## config.mk

```make
export PLATFORM = sky130hd
export DESIGN_NAME = keypad_door_lock_controller_flat
export DESIGN_NICKNAME = d
export VERILOG_FILES = /design/src/kdl_pkg.sv /design/src/kdl_req_if.sv /design/src/kdl_rsp_if.sv /design/src/keypad_door_lock_controller.sv /design/src/flat_wrapper.sv
export SDC_FILE = /design/constraint.sdc
export NUM_CORES = 1
export LEC_CHECK = 0
export BUFFER_PORTS_ARGS = -buffer_cell sky130_fd_sc_hd__buf_2
export CAP_MARGIN = 10
export CELL_PAD_IN_SITES_DETAIL_PLACEMENT = 1
export CELL_PAD_IN_SITES_GLOBAL_PLACEMENT = 2
export CORE_MARGIN = 2
export CORE_UTILIZATION = 40
export CTS_BUF_LIST = sky130_fd_sc_hd__clkbuf_2 sky130_fd_sc_hd__clkbuf_4 sky130_fd_sc_hd__clkbuf_8
export CTS_CLUSTER_DIAMETER = 50
export CTS_CLUSTER_SIZE = 10
export DETAILED_ROUTE_END_ITERATION = 8
export GPL_ROUTABILITY_DRIVEN = 0
export PLACE_DENSITY_LB_ADDON = 0.3
export SLEW_MARGIN = 10
export SYNTH_ARGS = -nofsm -noshare
export SYNTH_HDL_FRONTEND = slang
export SYNTH_SLANG_ARGS = --single-unit
```

## constraint.sdc

```tcl
create_clock -name clock -period 6.34 [get_ports clock]
set_input_delay 1.268 -clock clock [delete_from_list [all_inputs] [get_ports clock]]
set_output_delay 1.268 -clock clock [all_outputs]
set_load 0.005 [all_outputs]
```

## src/kdl_pkg.sv

```systemverilog
// Package of types, constants and look-up functions for the keypad door lock controller.
`default_nettype none
package kdl_pkg;

   localparam int unsigned CODE_LEN   = 4;
   localparam int unsigned CSR_IDX_W  = 3;
   localparam int unsigned CSR_DATA_W = 8;

   localparam logic [CSR_IDX_W-1:0] CSR_CODE_DIGIT_0 = 3'd0;
   localparam logic [CSR_IDX_W-1:0] CSR_CODE_DIGIT_1 = 3'd1;
   localparam logic [CSR_IDX_W-1:0] CSR_CODE_DIGIT_2 = 3'd2;
   localparam logic [CSR_IDX_W-1:0] CSR_CODE_DIGIT_3 = 3'd3;
   localparam logic [CSR_IDX_W-1:0] CSR_SCAN_PERIOD  = 3'd4;

   localparam logic [3:0] CODE_RESET_0 = 4'd0;
   localparam logic [3:0] CODE_RESET_1 = 4'd1;
   localparam logic [3:0] CODE_RESET_2 = 4'd0;
   localparam logic [3:0] CODE_RESET_3 = 4'd6;
   localparam logic [7:0] SCAN_PERIOD_RESET = 8'd5;

   localparam logic [3:0] KEY_A    = 4'd10;
   localparam logic [3:0] KEY_B    = 4'd11;
   localparam logic [3:0] KEY_C    = 4'd12;
   localparam logic [3:0] KEY_D    = 4'd13;
   localparam logic [3:0] KEY_STAR = 4'd14;
   localparam logic [3:0] KEY_HASH = 4'd15;

   localparam logic [7:0] FONT_UNDERSCORE = 8'h08;

   typedef logic [3:0] digit_type;

   function automatic logic [7:0] font_of(input digit_type d);
      logic [7:0] seg;
      case (d)
         4'd0, 4'd10: seg = 8'h3F;
         4'd1, 4'd11: seg = 8'h06;
         4'd2, 4'd12: seg = 8'h5B;
         4'd3, 4'd13: seg = 8'h4F;
         4'd4, 4'd14: seg = 8'h66;
         4'd5, 4'd15: seg = 8'h6D;
         4'd6:        seg = 8'h7D;
         4'd7:        seg = 8'h07;
         4'd8:        seg = 8'h7F;
         4'd9:        seg = 8'h6F;
         default:     seg = FONT_UNDERSCORE;
      endcase
      return seg;
   endfunction

   function automatic digit_type key_of(input logic [1:0] row, input logic [1:0] col);
      digit_type key;
      case ({row, col})
         4'b00_00: key = 4'd1;
         4'b00_01: key = 4'd2;
         4'b00_10: key = 4'd3;
         4'b00_11: key = KEY_A;
         4'b01_00: key = 4'd4;
         4'b01_01: key = 4'd5;
         4'b01_10: key = 4'd6;
         4'b01_11: key = KEY_B;
         4'b10_00: key = 4'd7;
         4'b10_01: key = 4'd8;
         4'b10_10: key = 4'd9;
         4'b10_11: key = KEY_C;
         4'b11_00: key = KEY_STAR;
         4'b11_01: key = 4'd0;
         4'b11_10: key = KEY_HASH;
         4'b11_11: key = KEY_D;
         default:  key = KEY_D;
      endcase
      return key;
   endfunction

endpackage
`default_nettype wire

```

## src/kdl_req_if.sv

```systemverilog
// Handshake channel carrying one keypad tick transaction.
`default_nettype none
interface kdl_req_if;
   logic       valid;
   logic       ready;
   logic [3:0] col_mask;

   modport source (output valid, output col_mask, input ready);
   modport sink   (input valid, input col_mask, output ready);
endinterface
`default_nettype wire

```

## src/kdl_rsp_if.sv

```systemverilog
// Handshake channel carrying one display and status transaction.
`default_nettype none
interface kdl_rsp_if;
   logic       valid;
   logic       ready;
   logic [7:0] segments;
   logic [1:0] digit_select;
   logic [1:0] row_select;
   logic       green_led;
   logic       red_led;

   modport source (output valid, output segments, output digit_select, output row_select,
                   output green_led, output red_led, input ready);
   modport sink   (input valid, input segments, input digit_select, input row_select,
                   input green_led, input red_led, output ready);
endinterface
`default_nettype wire

```

## src/keypad_door_lock_controller.sv

```systemverilog
// Top level of the keypad door lock controller: display multiplexing, keypad scan and code check.
// A result transaction is presented in the cycle after its tick transaction is accepted.
// Throughput: one tick per cycle unless the downstream stalls; all state updates in a single pass on acceptance.
// A tick is refused only while a finished result is held back by the downstream ready.
// Synchronous active-high reset clears the entry, LEDs, scan and display counters.
// Reset also restores the unlock code to 0106 and the scan period to five ticks.
`default_nettype none
module keypad_door_lock_controller (
   input  wire logic                             clock,
   input  wire logic                             reset,
   kdl_req_if.sink                               req_bus,
   kdl_rsp_if.source                             rsp_bus,
   input  wire logic                             csr_wr_en,
   input  wire logic [kdl_pkg::CSR_IDX_W-1:0]    csr_index,
   input  wire logic [kdl_pkg::CSR_DATA_W-1:0]   csr_wdata
);

   kdl_pkg::digit_type code_ff [kdl_pkg::CODE_LEN];
   logic [7:0]         scan_period_ff;

   kdl_pkg::digit_type digits_ff [kdl_pkg::CODE_LEN];
   kdl_pkg::digit_type digits_in [kdl_pkg::CODE_LEN];
   logic [2:0] count_ff, count_in;
   logic [1:0] pos_ff, pos_in;
   logic [1:0] row_ff, row_in;
   logic [7:0] div_ff, div_in;
   logic       held_ff, held_in;
   logic       seen_ff, seen_in;
   logic       green_ff, green_in;
   logic       red_ff, red_in;

   logic       rsp_valid_ff;
   logic [7:0] seg_ff, seg_in;
   logic [1:0] dsel_ff;

   logic       req_accept;
   logic [8:0] div_next;
   logic       scan_tick;
   logic       key_found;
   logic [1:0] key_col;
   kdl_pkg::digit_type key;
   logic       match;

   assign req_bus.ready = !rsp_valid_ff || rsp_bus.ready;
   assign req_accept    = req_bus.valid && req_bus.ready;

   always_ff @(posedge clock) begin
      if (reset) begin
         code_ff[0]     <= kdl_pkg::CODE_RESET_0;
         code_ff[1]     <= kdl_pkg::CODE_RESET_1;
         code_ff[2]     <= kdl_pkg::CODE_RESET_2;
         code_ff[3]     <= kdl_pkg::CODE_RESET_3;
         scan_period_ff <= kdl_pkg::SCAN_PERIOD_RESET;
      end else if (csr_wr_en) begin
         case (csr_index)
            kdl_pkg::CSR_CODE_DIGIT_0: code_ff[0] <= csr_wdata[3:0];
            kdl_pkg::CSR_CODE_DIGIT_1: code_ff[1] <= csr_wdata[3:0];
            kdl_pkg::CSR_CODE_DIGIT_2: code_ff[2] <= csr_wdata[3:0];
            kdl_pkg::CSR_CODE_DIGIT_3: code_ff[3] <= csr_wdata[3:0];
            kdl_pkg::CSR_SCAN_PERIOD:  scan_period_ff <= csr_wdata;
            default: ;
         endcase
      end
   end

   always_comb begin
      key_found = 1'b0;
      key_col   = 2'd0;
      for (int c = 3; c >= 0; c--) begin
         if (req_bus.col_mask[c]) begin
            key_found = 1'b1;
            key_col   = 2'(c);
         end
      end
   end

   assign key      = kdl_pkg::key_of(row_ff, key_col);
   assign div_next = {1'b0, div_ff} + 9'd1;
   assign scan_tick = div_next >= {1'b0, scan_period_ff};

   always_comb begin
      match = (count_ff == 3'd4);
      for (int i = 0; i < kdl_pkg::CODE_LEN; i++) begin
         if (digits_ff[i] != code_ff[i]) begin
            match = 1'b0;
         end
      end
   end

   always_comb begin
      digits_in = digits_ff;
      count_in  = count_ff;
      held_in   = held_ff;
      seen_in   = seen_ff;
      green_in  = green_ff;
      red_in    = red_ff;
      row_in    = row_ff;
      div_in    = div_next[7:0];
      pos_in    = pos_ff + 2'd1;

      if ({1'b0, pos_ff} < count_ff) begin
         seg_in = kdl_pkg::font_of(digits_ff[pos_ff]);
      end else begin
         seg_in = kdl_pkg::FONT_UNDERSCORE;
      end

      if (scan_tick) begin
         div_in = 8'd0;
         if (key_found) begin
            seen_in = 1'b1;
         end
         if (key_found && !held_ff) begin
            if (key < kdl_pkg::KEY_A) begin
               if (count_ff < 3'd4) begin
                  digits_in[count_ff[1:0]] = key;
                  count_in = count_ff + 3'd1;
               end
            end else if (key == kdl_pkg::KEY_STAR) begin
               for (int i = 0; i < kdl_pkg::CODE_LEN; i++) begin
                  digits_in[i] = 4'd0;
               end
               count_in = 3'd0;
               green_in = 1'b0;
               red_in   = 1'b0;
            end else if (key == kdl_pkg::KEY_HASH) begin
               green_in = match;
               red_in   = !match;
            end
            held_in = 1'b1;
         end
         row_in = row_ff + 2'd1;
         if (row_in == 2'd0) begin
            if (!seen_in) begin
               held_in = 1'b0;
            end
            seen_in = 1'b0;
         end
      end
   end

   always_ff @(posedge clock) begin
      if (reset) begin
         for (int i = 0; i < kdl_pkg::CODE_LEN; i++) begin
            digits_ff[i] <= 4'd0;
         end
         count_ff     <= 3'd0;
         pos_ff       <= 2'd0;
         row_ff       <= 2'd0;
         div_ff       <= 8'd0;
         held_ff      <= 1'b0;
         seen_ff      <= 1'b0;
         green_ff     <= 1'b0;
         red_ff       <= 1'b0;
         rsp_valid_ff <= 1'b0;
      end else begin
         if (req_accept) begin
            digits_ff <= digits_in;
            count_ff  <= count_in;
            pos_ff    <= pos_in;
            row_ff    <= row_in;
            div_ff    <= div_in;
            held_ff   <= held_in;
            seen_ff   <= seen_in;
            green_ff  <= green_in;
            red_ff    <= red_in;
         end
         if (req_accept) begin
            rsp_valid_ff <= 1'b1;
         end else if (rsp_bus.ready) begin
            rsp_valid_ff <= 1'b0;
         end
      end
   end

   always_ff @(posedge clock) begin
      if (req_accept) begin
         seg_ff  <= seg_in;
         dsel_ff <= pos_ff;
      end
   end

   assign rsp_bus.valid        = rsp_valid_ff;
   assign rsp_bus.segments     = seg_ff;
   assign rsp_bus.digit_select = dsel_ff;
   assign rsp_bus.row_select   = row_ff;
   assign rsp_bus.green_led    = green_ff;
   assign rsp_bus.red_led      = red_ff;

   a_leds_exclusive: assert property (@(posedge clock) disable iff (reset)
      !(green_ff && red_ff))
      else $error("Both LEDs are lit at once.");

   a_count_bounded: assert property (@(posedge clock) disable iff (reset)
      count_ff <= 3'd4)
      else $error("Entry count exceeds four digits.");

   a_no_overrun: assert property (@(posedge clock) disable iff (reset)
      (rsp_valid_ff && !rsp_bus.ready) |=> $stable(seg_ff) && $stable(pos_ff))
      else $error("A stalled result was overwritten.");

   a_display_advances: assert property (@(posedge clock) disable iff (reset)
      req_accept |=> (dsel_ff + 2'd1 == pos_ff))
      else $error("Display position did not advance with the transaction.");

endmodule
`default_nettype wire
```

## src/flat_wrapper.sv

```systemverilog
// flat-port wrapper written by rule: the top's interface ports become plain ports
module keypad_door_lock_controller_flat 
  (clock, reset, csr_wr_en, csr_index, csr_wdata, req_bus_valid, req_bus_col_mask, req_bus_ready, rsp_bus_valid, rsp_bus_segments, rsp_bus_digit_select, rsp_bus_row_select, rsp_bus_green_led, rsp_bus_red_led, rsp_bus_ready);
  kdl_req_if req_bus_i ();
  kdl_rsp_if rsp_bus_i ();
  input  wire logic clock;
  input  wire logic reset;
  input  wire logic csr_wr_en;
  input  wire logic [kdl_pkg::CSR_IDX_W-1:0] csr_index;
  input  wire logic [kdl_pkg::CSR_DATA_W-1:0] csr_wdata;
  input wire logic [$bits(req_bus_i.valid)-1:0] req_bus_valid;
  input wire logic [$bits(req_bus_i.col_mask)-1:0] req_bus_col_mask;
  output wire logic [$bits(req_bus_i.ready)-1:0] req_bus_ready;
  output wire logic [$bits(rsp_bus_i.valid)-1:0] rsp_bus_valid;
  output wire logic [$bits(rsp_bus_i.segments)-1:0] rsp_bus_segments;
  output wire logic [$bits(rsp_bus_i.digit_select)-1:0] rsp_bus_digit_select;
  output wire logic [$bits(rsp_bus_i.row_select)-1:0] rsp_bus_row_select;
  output wire logic [$bits(rsp_bus_i.green_led)-1:0] rsp_bus_green_led;
  output wire logic [$bits(rsp_bus_i.red_led)-1:0] rsp_bus_red_led;
  input wire logic [$bits(rsp_bus_i.ready)-1:0] rsp_bus_ready;
  assign req_bus_i.valid = req_bus_valid;
  assign req_bus_i.col_mask = req_bus_col_mask;
  assign req_bus_ready = req_bus_i.ready;
  assign rsp_bus_valid = rsp_bus_i.valid;
  assign rsp_bus_segments = rsp_bus_i.segments;
  assign rsp_bus_digit_select = rsp_bus_i.digit_select;
  assign rsp_bus_row_select = rsp_bus_i.row_select;
  assign rsp_bus_green_led = rsp_bus_i.green_led;
  assign rsp_bus_red_led = rsp_bus_i.red_led;
  assign rsp_bus_i.ready = rsp_bus_ready;
  keypad_door_lock_controller u_core (.clock(clock), .reset(reset), .req_bus(req_bus_i), .rsp_bus(rsp_bus_i), .csr_wr_en(csr_wr_en), .csr_index(csr_index), .csr_wdata(csr_wdata));
endmodule
```

Word level (Yosys, flattened, before mapping)

Memory sizes are Yosys's and may differ from the RTL's. A register that Yosys moved wholly into a read port is not among the register bits.
Index checks and enable logic that the tools add are counted.

Flip-flop bits (word level): 54
Memory bits (writable): 16
ROM bits: 176
Bits of input ports: 20
Output and inout port bits: 16
Logic and storage cells: 125
Memories: 3

Memories:

| name            | words | bits a word | rd ports | clocked after Yosys merged registers in | wr ports | RTL line                          | RTL |
|---|---|---|---|---|---|---|---|
| (no name shown) | 16    | 7           | 1        | 1                                       | 0        | kdl_pkg.sv:34                     | `case (d)` |
| (no name shown) | 16    | 4           | 1        | 0                                       | 0        | kdl_pkg.sv:52                     | `case ({row, col})` |
| u_core.code_ff  | 4     | 4           | 4        | 0                                       | 4        | keypad_door_lock_controller.sv:18 | `kdl_pkg::digit_type code_ff [kdl_pkg::CODE_LEN];` |

Add/sub/neg operators: 4
Magnitude comparators: 7
Eq/ne operators: 12
Muxes and demuxes: 59
Bitwise logic cells: 7
Reductions and logical operators: 17

Operators with widths:

| cell                                          | count |
|---|---|
| 2-to-1 mux 16 bit                             | 3 |
| 2-to-1 mux 1 bit                              | 38 |
| 2-to-1 mux 4 bit                              | 7 |
| bitwise mux 16 bit                            | 1 |
| inequality test 4 bit                         | 4 |
| AND reduction 5 bit                           | 2 |
| adder 8 x 1 -> 9 bit, second input constant   | 1 |
| >= comparator 9 x 8 -> 1 bit                  | 1 |
| 2-to-1 mux 3 bit                              | 3 |
| binary-select mux 4 bit (select 2 bit)        | 1 |
| demux 4 bit (select 2 bit)                    | 1 |
| == test 4 bit, second input constant          | 2 |
| 2-to-1 mux 2 bit                              | 4 |
| 2-to-1 mux 8 bit                              | 1 |
| == test 3 x 2 -> 1 bit, second input constant | 2 |
| == test 3 bit, second input constant          | 2 |
| >= comparator 3 bit, second input constant    | 2 |
| NOT 2 -> 3 bit                                | 2 |
| nonzero test 2 bit                            | 3 |
| adder 2 x 1 -> 2 bit, second input constant   | 2 |
| logical NOT 1 bit                             | 4 |
| < comparator 4 bit, second input constant     | 1 |
| bitwise OR 1 bit                              | 4 |
| AND reduction 2 bit                           | 2 |
| 11 further kinds                              | 13 |

Longest topological paths before layout

Gate-level depths: netlist (run 1).
An unclocked memory read counts as a cell.

Word-level depth: 9
Mapped depth: 13
Mapped depth without buffers: 12

Worst setup path before layout (run 1)

No wires, ideal clock.

Path type: input port to flip-flop
Start: input port req_bus_col_mask[2]
End: register u_core.count_ff[0]
Library setup time: 0.116 ns
Arrival time: 3.169 ns
Required time: 6.224 ns
Slack: 3.055 ns
Stages on the path: 12
Buffers on the path: 1
Cells stage by stage: nand2b_1 -> a21oi_2 -> inv_1 -> ha_1 -> nand2b_1 -> a31o_2 -> and2_1 -> nand3_2 -> a21oi_4 -> buf_6 -> nor3_1 -> a31o_1

Word-level cells in the longest chain between the ends: 7
Elaborated cells between the ends (all ways): 14
Classes of those cells: order compare (1); eq/ne (2); mux (7); reduce/logical (3); memory (1)

Ends and longest elaborated chain:

| what                                                                         | RTL line                                                               | RTL |
|---|---|---|
| start: declaration                                                           | flat_wrapper.sv:12                                                     | `input wire logic [$bits(req_bus_i.col_mask)-1:0] req_bus_col_mask;` |
| 2-to-1 mux 2 bit (3 in a row)                                                | keypad_door_lock_controller.sv:70                                      | `if (req_bus.col_mask[c]) begin` |
| memory read (16 x 4 bit)                                                     | n/a                                                                    |  |
| < comparator 4 bit / == test 4 bit (equally long branches)                   | keypad_door_lock_controller.sv:113, keypad_door_lock_controller.sv:118 |  |
| inequality test 2 bit (no line) / nonzero test 2 bit (equally long branches) | n/a                                                                    |  |
| AND reduction 5 bit (no line)                                                | n/a                                                                    |  |
| end signal: assignment                                                       | keypad_door_lock_controller.sv:158                                     | `count_ff <= count_in;` |
| end: declaration                                                             | keypad_door_lock_controller.sv:23                                      | `logic [2:0] count_ff, count_in;` |

Parallel ways exist; a longest one is shown, timed or not.
A chain may end at the register's enable or synchronous reset.

Worst setup path after layout (run 1)

Start: input port req_bus_col_mask[2]
End: register u_core.digits_ff[1] in the netlist's numbering

Word-level cells in the longest chain between the ends: 7
Elaborated cells between the ends (all ways): 16
Classes of those cells: order compare (1); eq/ne (2); mux (9); reduce/logical (3); memory (1)

Ends and longest elaborated chain:

| what                                                                      | RTL line                           | RTL |
|---|---|---|
| 2-to-1 mux 2 bit (3 in a row)                                             | keypad_door_lock_controller.sv:70  |  |
| memory read (16 x 4 bit)                                                  | n/a                                |  |
| < comparator 4 bit, or another cell as far along                          | keypad_door_lock_controller.sv:113 | `if (key < kdl_pkg::KEY_A) begin` |
| inequality test 2 bit (no line), or another cell as far along             | n/a                                |  |
| AND reduction 5 bit (no line) / 2-to-1 mux 16 bit (equally long branches) | n/a                                |  |
| end signal: assignment                                                    | keypad_door_lock_controller.sv:157 | `digits_ff <= digits_in;` |
| end: declaration                                                          | keypad_door_lock_controller.sv:21  | `kdl_pkg::digit_type digits_ff [kdl_pkg::CODE_LEN];` |

Parallel ways exist; a longest one is shown, timed or not. The select of a mux whose other input is x is not followed.

==> results of run 1 <==
## final cells by class
class | instances | area (sq um) | area share [%]
inverters | 27 | 101 | 2.30
clock inverters | 5 | 51.3 | 1.16
multi-input cells | 304 | 2140 | 48.6
clock buffers | 11 | 145 | 3.29
flip-flops and latches | 69 | 1630 | 37.0
well taps | 133 | 166 | 3.78
repair buffers | 34 | 170 | 3.86
## placed cells by master (no fill, tap or decap), types with 5 or more instances in the layout
cell,Yosys,routed
edfxtp_1,25,25
dfxtp_1,44,44
o21ai_1,11,11
buf_2,2,34
inv_1,26,26
xor2_1,14,14
o21ai_0,7,7
ha_1,25,25
nor2b_1,9,9
nand2b_1,9,9
a31o_2,5,5
nor2_1,33,33
clkbuf_8,0,10
a21oi_1,25,25
nand2_1,42,42
nand3_1,8,8
nor3_1,7,7
and2_1,14,14
a211oi_1,5,5
mux2i_1,5,5
xnor2_1,19,19
## flip-flops by register name, summed over array words and instances, names as in the netlist, 2 cells and up
register                     count
u_core.code_ff                  16
u_core.rsp_bus.row_select        2
u_core.scan_period_ff            8
u_core.rsp_bus.digit_select      2
u_core.digits_ff                16
u_core.pos_ff                    2
u_core.div_ff                    8
u_core.rsp_bus.segments          7
u_core.count_ff                  3
## critical path: stages
cell	delay, ps
buf_2	110
nand2b_1	190
a21oi_2	250
inv_1	90
ha_1	300
nand2b_1	70
a31o_2	210
and2_1	220
nand3_2	130
a21oi_4	430
a21oi_1	190
a22o_1	290
## path summary, 6_finish.rpt
check                                              from                                     to  slack (ps)  cells after the start
hold / removal    u_core.scan_period_ff[6]$_SDFFE_PP0P_  u_core.scan_period_ff[6]$_SDFFE_PP0P_         460                      2
hold reg to reg   u_core.scan_period_ff[6]$_SDFFE_PP0P_  u_core.scan_period_ff[6]$_SDFFE_PP0P_         460                      2
setup / recovery                    req_bus_col_mask[2]       u_core.digits_ff[1]$_SDFFE_PP0P_        2840                     12
setup reg to reg          u_core.div_ff[0]$_SDFFE_PP0P_      u_core.digits_ff[13]$_SDFFE_PP0P_        2970                     11
## stage by stage
stage	instances	util [%]	area, sq um
after floorplan	414	-	3960
after global placement	567	43.5	4210
after detailed placement	567	43.5	4210
after CTS	583	45.5	4410
after global routing	583	45.5	4410
final	583	45.5	4410
## power groups by stage
stage | Clock (W) | Combinational (W) | Sequential [W]
5_1_grt | 0.000399 | 0.000111 | 0.000493
3_5_place_dp | 0 | 0.0000990 | 0.000501
2_1_floorplan | 0 | 0.0000726 | 0.000495
6_report | 0.000371 | 0.0000981 | 0.000490
3_3_place_gp | 0 | 0.0000961 | 0.000501
4_1_cts | 0.000380 | 0.0000995 | 0.000491
## cell families after synthesis
family	count (synthesis)	share of synthesized area, %
DFF	69	41.2
buffers and inverters	41	4.80
muxes	10	3.82
adders and majority gates	25	7.90
and+or+nand+nor	154	20.5
xor gates and xnor gates	33	7.30
other	1	0.0947
AOI/OAI and AO/OA	81	14.4
## metal layers
layer / wire, um / GRT usage, % / vias to the layer above
li1: - / - / 1502
met1: 4340 / 22.3 / 1434
met2: 4320 / 30.3 / 42
met3: 204 / 2.77 / 11
met4: 139 / 5.79 / 0
met5: 0 / 0 / -
==> results by group, run 1 <==
Synthesis
  • Ys async rst share: 0%
  • Most common cell in the netlist: dfxtp_1
  • Post-synth EDFFs: 25
  • Post-Syn Instances: 414
  • Top cells by area, synth: dfxtp_1 (22%), edfxtp_1 (19%), ha_1 (7.9%)
  • Synth top area share: 22.2%
  • Synth Register Bits: 69
  • Synthesized net count: 459
  • Synth area leader: dfxtp_1
  • Synth warn: 0
  • Synth cell count leaders: dfxtp_1 (44), nand2_1 (42), nor2_1 (33)
  • Synth unique cells: 59
  • Post-Synthesis Cell Area: 0.00396 sq mm
  • Seq/Total Area, Yosys: 41.2%
  • Syn avg cell area: 9.57 sq um
  • Ys flop type: dfxtp_1

GRT
  • Largest net degree at the start of global routing: 42
  • Aggregate global-route resource usage: 17.5%
  • Vias in the first global route: 3,072
  • Total global routing overflow: 0
  • First-pass GRT wire length: 15.1 mm
  • Initial antenna violation count: 0

CTS
  • # hold bufs at CTS: 0
  • CTS clk-pin slew, worst paths: 80 ps
  • CTS tree: built
  • CTS resizes: 0
  • H-tree depth: 3
  • CTS root buffer: clkbuf_8
  • Clk buf depth: 2
  • Sink Count: 69
  • TritonCTS Buffers: 9
  • Post-CTS Repair Setup Buffers: 0
  • Clk Latency, worst-skew pair: 350 ps

Route
  • Vias: 2,989
  • # DRC: 0
  • DRT iter0 DRCs: 61
  • Wire per inst: 15.4 um
  • Final wirelength: 9.01 mm
  • First-pass iteration count of the detailed router: 4
  • Drt via density: 5.13
  • Final ANT Viol Nets: 0

Power
  • VDD IR max: 0.0922 mV
  • Sw frac: 25.7%
  • Power per cell area: 218 mW/mm^2
  • Flop pwr share: 51.1%
  • Comb power frac: 10.2%
  • Internal power: 0.000713 W
  • Clock network power share: 38.6%
  • Switching power: 0.000246 W
  • Total Power: 0.000959 W
  • LEAKAGE: 1.77 nW

Timing
  • Final Hold Fails: 0
  • Slew @ Worst Pin: 897 ps
  • Max transition margin: 39.7%
  • Final cycle utilization of the critical path: 55.2%
  • Final Max Slew Viols: 0
  • Setup-failing EPs final: 0
  • WHS: 460 ps
  • Final worst setup slack: 2840 ps
  • Final Skew: 8.02 ps
  • Period minus WS final: 3500 ps
  • TNS Setup: 0 ps
  • Max Fclk: 0.286 GHz
  • RSZ-0062 raised after global routing: false

Final layout
  • Area Growth Syn to Fin: 11.2%
  • Fraction of layout cells with a size suffix above 1: 17.1%
  • Ant diodes: 0
  • Number of fill cells in the layout: 1,123
  • NumNets Final: 490

Die
  • Horiz. Die Dim: 104 um
  • Core Region: 0.00968 sq mm
  • Die Area: 0.0107 sq mm
  • I/O Pins: 36
  • Number of cell rows: 36
  • Initial Util: 40.9%
  • Die H: 104 um

Placement
  • Worst Setup Slack post-DPL: 2490 ps
  • PortBufs: 34
  • Post-detail-place hpwl: 6.84 mm

Critical path
  • CP endpoint kind: flip-flop
  • Critical Path Source Type: input port
  • Crit Path Max Fanout: 18
  • CP Data Arrival Time: 3740 ps
  • Critical setup path kind: input port to flip-flop
  • WP data required: 6580 ps

Job
  • Max_cap viols: 0

Outcome
  • Outcome: completed

Worst hold path
  • Min-delay worst type: flip-flop to flip-flop
(Power assumes the default switching activity.)
==> inputs of run 2 (changes only) <==
- CORE_UTILIZATION: 40 -> 39
- clock period: 6.34 -> 3.65 ns (I/O delays scaled with it)
==> run 2 against run 1 <==
  * Worst hold slack lost 5.4 ps
  * Worst setup slack lost 2500 ps
  * Cell area grew 0.71%
  * Largest power group unchanged
  * Largest cell class unchanged
  * Register-to-register slack lost 2600 ps
==> results by group, run 2 (same netlist as run 1, synthesis figures left out) <==
Critical path
  • CP endpoint kind: flip-flop
  • R2r startpoint: u_core.div_ff[0]$_SDFFE_PP0P_
  • R2r endpoint: u_core.digits_ff[0]$_SDFFE_PP0P_
  • Critical setup path kind: flip-flop to flip-flop
  • Reg2reg setup slack: 380 ps
  • CP Data Arrival Time: 3520 ps
  • Crit Path Max Fanout: 18
  • WP data required: 3900 ps
  • Critical Path Source Type: flip-flop
  • R2R depth: 11

Die
  • Die Area: 0.0110 sq mm
  • Horiz. Die Dim: 105 um
  • I/O Pins: 36
  • Core Region: 0.00982 sq mm
  • Number of cell rows: 36
  • Die H: 105 um
  • Initial Util: 40.3%

Power
  • Power per cell area: 391 mW/mm^2
  • Sw frac: 25.7%
  • LEAKAGE: 1.78 nW
  • VDD IR max: 0.156 mV
  • Internal power: 0.00129 W
  • Clock network power share: 40.9%
  • Switching power: 0.000446 W
  • Flop pwr share: 49.1%
  • Comb power frac: 10.0%

CTS
  • CTS clk-pin slew, worst paths: 80 ps
  • Post-CTS Repair Setup Buffers: 0
  • CTS tree: built
  • TritonCTS Buffers: 9
  • CTS resizes: 0
  • # hold bufs at CTS: 0
  • Sink Count: 69
  • CTS root buffer: clkbuf_8
  • Clk Latency, worst-skew pair: 350 ps
  • Clk buf depth: 2
  • H-tree depth: 3

GRT
  • First-pass GRT wire length: 15.6 mm
  • Initial antenna violation count: 0
  • Total global routing overflow: 0
  • Vias in the first global route: 3,130
  • Largest net degree at the start of global routing: 42
  • Aggregate global-route resource usage: 17.9%

Final layout
  • Most frequent cells in the layout: dfxtp_1 (44), nand2_1 (42), buf_2 (34), nor2_1 (33), inv_1 (26)
  • Area Growth Syn to Fin: 12.0%
  • Largest regs: u_core.code_ff x16, u_core.digits_ff x16
  • NumNets Final: 491
  • Fraction of layout cells with a size suffix above 1: 17.5%
  • Most common cell after layout, fill and taps aside: dfxtp_1
  • Ant diodes: 0
  • Non-Filler Instances: 584

Route
  • Drt via density: 5.12
  • Wire per inst: 15.6 um
  • Final ANT Viol Nets: 0
  • # DRC: 0
  • First-pass iteration count of the detailed router: 4
  • DRT iter0 DRCs: 108
  • Vias: 2,990
  • Final wirelength: 9.09 mm

Worst hold path
  • Min-delay src: u_core.scan_period_ff[7]$_SDFFE_PP0P_
  • Min-delay worst type: flip-flop to flip-flop
  • Hold endpoint: u_core.scan_period_ff[7]$_SDFFE_PP0P_
  • Hold Path Depth: 2

Placement
  • Post-detail-place hpwl: 6.83 mm
  • Dpl cells: 568
  • PortBufs: 34

Timing
  • TNS Setup: 0 ps
  • Final Max Slew Viols: 0
  • Final Hold Fails: 0
  • Final cycle utilization of the critical path: 89.7%
  • Max transition margin: 46.9%
  • RSZ-0062 raised after global routing: false
  • Setup-failing EPs final: 0
  • WHS: 455 ps
  • Period minus WS final: 3270 ps
  • Slew @ Worst Pin: 796 ps
  • Max Fclk: 0.305 GHz
  • Final Skew: 14.3 ps

Job
  • Max_cap viols: 0

Outcome
  • Outcome: completed
## run 2: area by class of cell
class / count / area [sq um]
multi-input cells: 304 / 2140
clock buffers: 9 / 124
clock inverters: 7 / 96.3
flip-flops and latches: 69 / 1630
fillers: 1164 / 5380
repair buffers: 35 / 178
inverters: 27 / 101
well taps: 133 / 166
## run 2: worst max path at each step
| stage | to | cells after the start | slack [ps] | from |
|---|---|---|---|---|
| detailed placement | u_core.digits_ff[0]$_SDFFE_PP0P_ | 11 | 340 | req_bus_col_mask[2] |
| global placement | u_core.digits_ff[1]$_SDFFE_PP0P_ | 11 | 470 | req_bus_col_mask[2] |
| finish | u_core.digits_ff[0]$_SDFFE_PP0P_ | 11 | 380 | u_core.div_ff[0]$_SDFFE_PP0P_ |
| floorplan | u_core.count_ff[0]$_SDFFE_PP0P_ | 12 | 900 | req_bus_col_mask[2] |
| global route | u_core.digits_ff[1]$_SDFFE_PP0P_ | 11 | 70 | u_core.div_ff[0]$_SDFFE_PP0P_ |
| CTS | u_core.digits_ff[0]$_SDFFE_PP0P_ | 11 | 320 | u_core.div_ff[0]$_SDFFE_PP0P_ |
## run 2: through the flow
step | setup WS (ps) | total power [W] | cell area [sq um] | util (%)
floorplan | 903 | 0.000987 | 3960 | -
global placement | 468 | 0.00104 | 4220 | 42.9
detailed placement | 345 | 0.00104 | 4220 | 42.9
CTS | 324 | 0.00175 | 4440 | 45.2
global route | 70.7 | 0.00181 | 4440 | 45.2
finish | 376 | 0.00173 | 4440 | 45.2
## run 2: per-layer routing
layer | up-vias | GRT usage, % | share of wire [%]
met5 | - | 0 | 0
met4 | 0 | 6.57 | 1.3
met3 | 10 | 3.24 | 3.3
met2 | 39 | 29.3 | 48
met1 | 1444 | 23.5 | 48
li1 | 1497 | - | -
## run 2: power groups by stage
stage | logic (W) | clock network (W) | registers, W
2_1_floorplan | 0.000126 | 0 | 0.000860
3_3_place_gp | 0.000168 | 0 | 0.000869
3_5_place_dp | 0.000173 | 0 | 0.000870
4_1_cts | 0.000175 | 0.000727 | 0.000853
5_1_grt | 0.000196 | 0.000762 | 0.000856
6_report | 0.000173 | 0.000710 | 0.000851
## run 2: worst max-delay path, cell delays in order, from the launching register on
cell       delay, ps
dfxtp_1          400
ha_1             220
and3_2           240
nand3_1          130
xnor2_1          160
ha_1             300
nand3_1          110
a2111oi_2        430
o21ai_1          260
a21oi_4          440
a21oi_1          200
a22o_1           280
